--- src/rtl/bfuv_fifo.sv ---
// Short queue between the front end and the divider back end.
`timescale 1ns / 1ps
module bfuv_fifo #(
  parameter int W     = 8,
  parameter int DEPTH = 4
) (
  input  logic         clk,
  input  logic         rst_n,
  input  logic         push,
  input  logic [W-1:0] din,
  output logic         full,
  input  logic         pop,
  output logic [W-1:0] dout,
  output logic         empty
);

  localparam int PW = (DEPTH > 1) ? $clog2(DEPTH) : 1;

  logic [W-1:0]  mem [DEPTH];
  logic [PW-1:0] wp_r, rp_r;
  logic [PW:0]   cnt_r;

  assign full  = (cnt_r == (PW+1)'(DEPTH));
  assign empty = (cnt_r == '0);
  assign dout  = mem[rp_r];

  always_ff @(posedge clk) begin
    if (push) mem[wp_r] <= din;
  end

  always_ff @(posedge clk) begin
    if (!rst_n) begin
      wp_r  <= '0;
      rp_r  <= '0;
      cnt_r <= '0;
    end else begin
      if (push) wp_r <= (wp_r == PW'(DEPTH - 1)) ? '0 : wp_r + 1'b1;
      if (pop)  rp_r <= (rp_r == PW'(DEPTH - 1)) ? '0 : rp_r + 1'b1;
      cnt_r <= cnt_r + (PW+1)'(push) - (PW+1)'(pop);
    end
  end

endmodule

--- config.mk ---
export PLATFORM = sky130hd
export DESIGN_NAME = bfuv_fifo
export DESIGN_NICKNAME = d
export VERILOG_FILES = /design/src/rtl/bfuv_fifo.sv
export SDC_FILE = /design/constraint.sdc
export NUM_CORES = 1
export LEC_CHECK = 0
export ABC_AREA = 0
export BUFFER_PORTS_ARGS = -buffer_cell sky130_fd_sc_hd__buf_2
export CORE_ASPECT_RATIO = 0.7
export CORE_MARGIN = 2
export CORE_UTILIZATION = 55
export DETAILED_ROUTE_END_ITERATION = 10
export PLACE_DENSITY = 0.77
export SYNTH_ARGS = -nofsm -noshare
export SYNTH_HDL_FRONTEND = slang
export SYNTH_SLANG_ARGS = --single-unit
export TNS_END_PERCENT = 10
--- constraint.sdc ---
create_clock -name clk -period 1.73 [get_ports clk]
set_input_delay 0.0865 -clock clk [delete_from_list [all_inputs] [get_ports clk]]
set_output_delay 0.0865 -clock clk [all_outputs]
set_load 0.01 [all_outputs]
==> results.ini <==
[status]
status = complete, no violations

[routing]
routed_wl_um = 2558
vias = 795
dr.first_iter.drc_count = 62
drc = 0
dr.pass1.iters = 4
avgRoutedWirePerCell_um = 16.61
via_per_inst = 5.162
ant_nets = 0

[logic_synthesis]
synth.cell_area_um2 = 1615
synth_warnings = 0
synth_fp_nets = 106
synthCells = 86
syn_area_per_cell_um2 = 18.78
synth_seq_area_share_pct = 70.64
synthDistinctLibCells = 17
synth-seq-cells = 41

[grt]
grt_usage_pct = 18.14
grt_pass1_wl_um = 4022
grt_max_degree = 13
grt_pass1_vias = 853
antenna_found_initial = 0
grt_remaining_overflow = 0

[worst_setup_path]
path_cells = inv_1 -> ha_1 -> inv_1 -> ha_1 -> fa_1 -> xor3_1 -> nor2_1
endpoint_kind = flop
startpoint_type = flop
max_stage_delay_ns = 0.38
crit_fanout = 2
cp.arrival_ns = 1.79
cp.required_ns = 1.91
cpMaxStageDelayCell = fa_1
critPathKind = flop to flop

[power]
power.total_mw = 2.023
worst_ir_drop_vdd_mv = 0.8296
leakagePower_nw = 0.7191
pwr_density_cell_nw_per_um2 = 1078

[final_layout]
finalNetCount = 137
drive_gt1_share_pct = 32.20
regArea_um2 = 1141
antenna_cells = 0
design_area_um2 = 1877
utilization_pct = 66.96
multi_input_area_um2 = 431.7
synthToLayoutAreaGrowth_pct = 16.19
nFillCells = 203

[min_path]
hold_class = input pin to flop

[cts]
cts_sinks = 41
htree_levels = 2
cts_tree = built
clock_path_buffers = 2
insertion_delay_ns = 0.29
cts_root_buf = clkbuf_8
cts-buffers-inserted = 5
cts.clk_slew.worst_paths_ns = 0.07

[flow_run]
cap_violations = 0

[floorplanning]
ios = 22
die_area_um2 = 3393
rows = 16
die_h_um = 49.34
die_w_um = 68.78
start_util_pct = 57.63
core_um2 = 2803

[place]
gp_congestion = 0.7269
placed_cell_area_um2 = 1764
hpwl_um = 1693
io_buffers = 21

[timing]
holdWs_ns = 0.01532
worst_slew_pin_slew_ns = 0.4722
slew_viol_final = 0
fin_crit_sh_pct = 92.84
hold_violations = 0
finalSetupTns_ns = 0
fmax_ghz = 0.6226
rsz0062_at_grt = no
slew_headroom_pct = 68.52
finalSetupViolCount = 0
skew_ns = 0.004237
period_needed_ns = 1.606

per-stage QoR:
step	worst slack, ns	instances
floorplan	0.2226	86
global placement	0.2025	143
detailed placement	0.1349	143
global route	0.05713	154
CTS	0.1209	152
finish	0.1238	154
where the power goes:
part	switching (mW)	internal, mW
Clock	0.303	0.279
Sequential	0.0343	1.12
Combinational	0.127	0.156
cells in the final DEF, fill, tap and decap left out, types with 2 or more instances in the layout:
cell type and count:
a21oi_1 2, mux4_2 8, clkinv_2 2, mux2i_1 2, or3b_1 2, inv_1 7
buf_4 2, dlygate4sd3_1 3, dfxtp_1 9, clkbuf_8 5, and2_1 6, buf_2 21
ha_1 7, nand2b_1 2, edfxtp_1 32, nor2_1 3
path summary, 6_finish.rpt:
| kind | startpoint | to | slack (ns) | depth (start not counted) |
|---|---|---|---|---|
| setup / recovery | cnt_r[0]$_SDFF_PN0_ | cnt_r[2]$_SDFF_PN0_ | 0.12 | 7 |
| hold / removal | din[6] | mem[0][6]$_DFFE_PP_ | 0.02 | 1 |
| setup reg to reg | cnt_r[0]$_SDFF_PN0_ | cnt_r[2]$_SDFF_PN0_ | 0.12 | 7 |
| hold reg to reg | wp_r[0]$_SDFFE_PN0P_ | wp_r[0]$_SDFFE_PN0P_ | 0.53 | 2 |
critical path: cells and delay by family (launching register included):
family,cells,cell delay [ns]
adders and majority gates,3,0.83
DFF,1,0.34
xor gates and xnor gates,1,0.21
buffers and inverters,2,0.09
and+or+nand+nor,1,0.04
metal layers:
layer	wire length, um	vias up	part of all wire (%)	global-route usage, %
li1	-	381	-	-
met1	1111	399	43	21.42
met2	1337	15	52	28.37
met3	109	0	4.3	9.700
met4	0	0	0	5.882
met5	0	-	0	0
layout make-up:
cell class	instances	area share [%]
Timing Repair Buffer	26	8.000
Inverter	7	1.400
Clock buffer	6	3.867
Tap cell	36	2.400
Clock inverter	2	0.5333
Multi-Input combinational cell	36	23.00
Sequential cell	41	60.80
what timing repair did:
item                      4_1_cts  5_1_grt
setup buffers                   0        0
hold buffers                    1        2
gates resized for setup         0        0
hold endpoints to repair        4        8
state kept, by name (all words and copies together) (netlist names), named ones only:
| name | cells |
|---|---|
| cnt_r | 3 |
| wp_r | 2 |
| mem | 32 |
| rp_r | 2 |
kinds of logic (layout without fill, tap and decap cells):
group,count (synthesis),after routing,synth area share (%)
fa+ha+maj,8,8,6.661
simple gates,15,15,5.577
compound gates,2,2,0.6197
flops,41,41,70.64
mux,10,10,12.39
xor+xnor,1,1,1.472
buf+inv,9,41,2.634
Yosys cell counts:
cell type	count	area share (%)
a21oi_1	2	0.62
and2_1	6	2.3
and3_1	1	0.39
buf_6	1	0.70
clkbuf_2	1	0.31
dfxtp_1	9	11
edfxtp_1	32	59
fa_1	1	1.2
ha_1	7	5.4
inv_1	7	1.6
mux2i_1	2	1.2
mux4_2	8	11
nand2b_1	2	0.77
nor2_1	3	0.70
nor3_1	1	0.31
or3b_1	2	1.1
xor3_1	1	1.5
No activity file was read; power rests on OpenSTA's default activity.
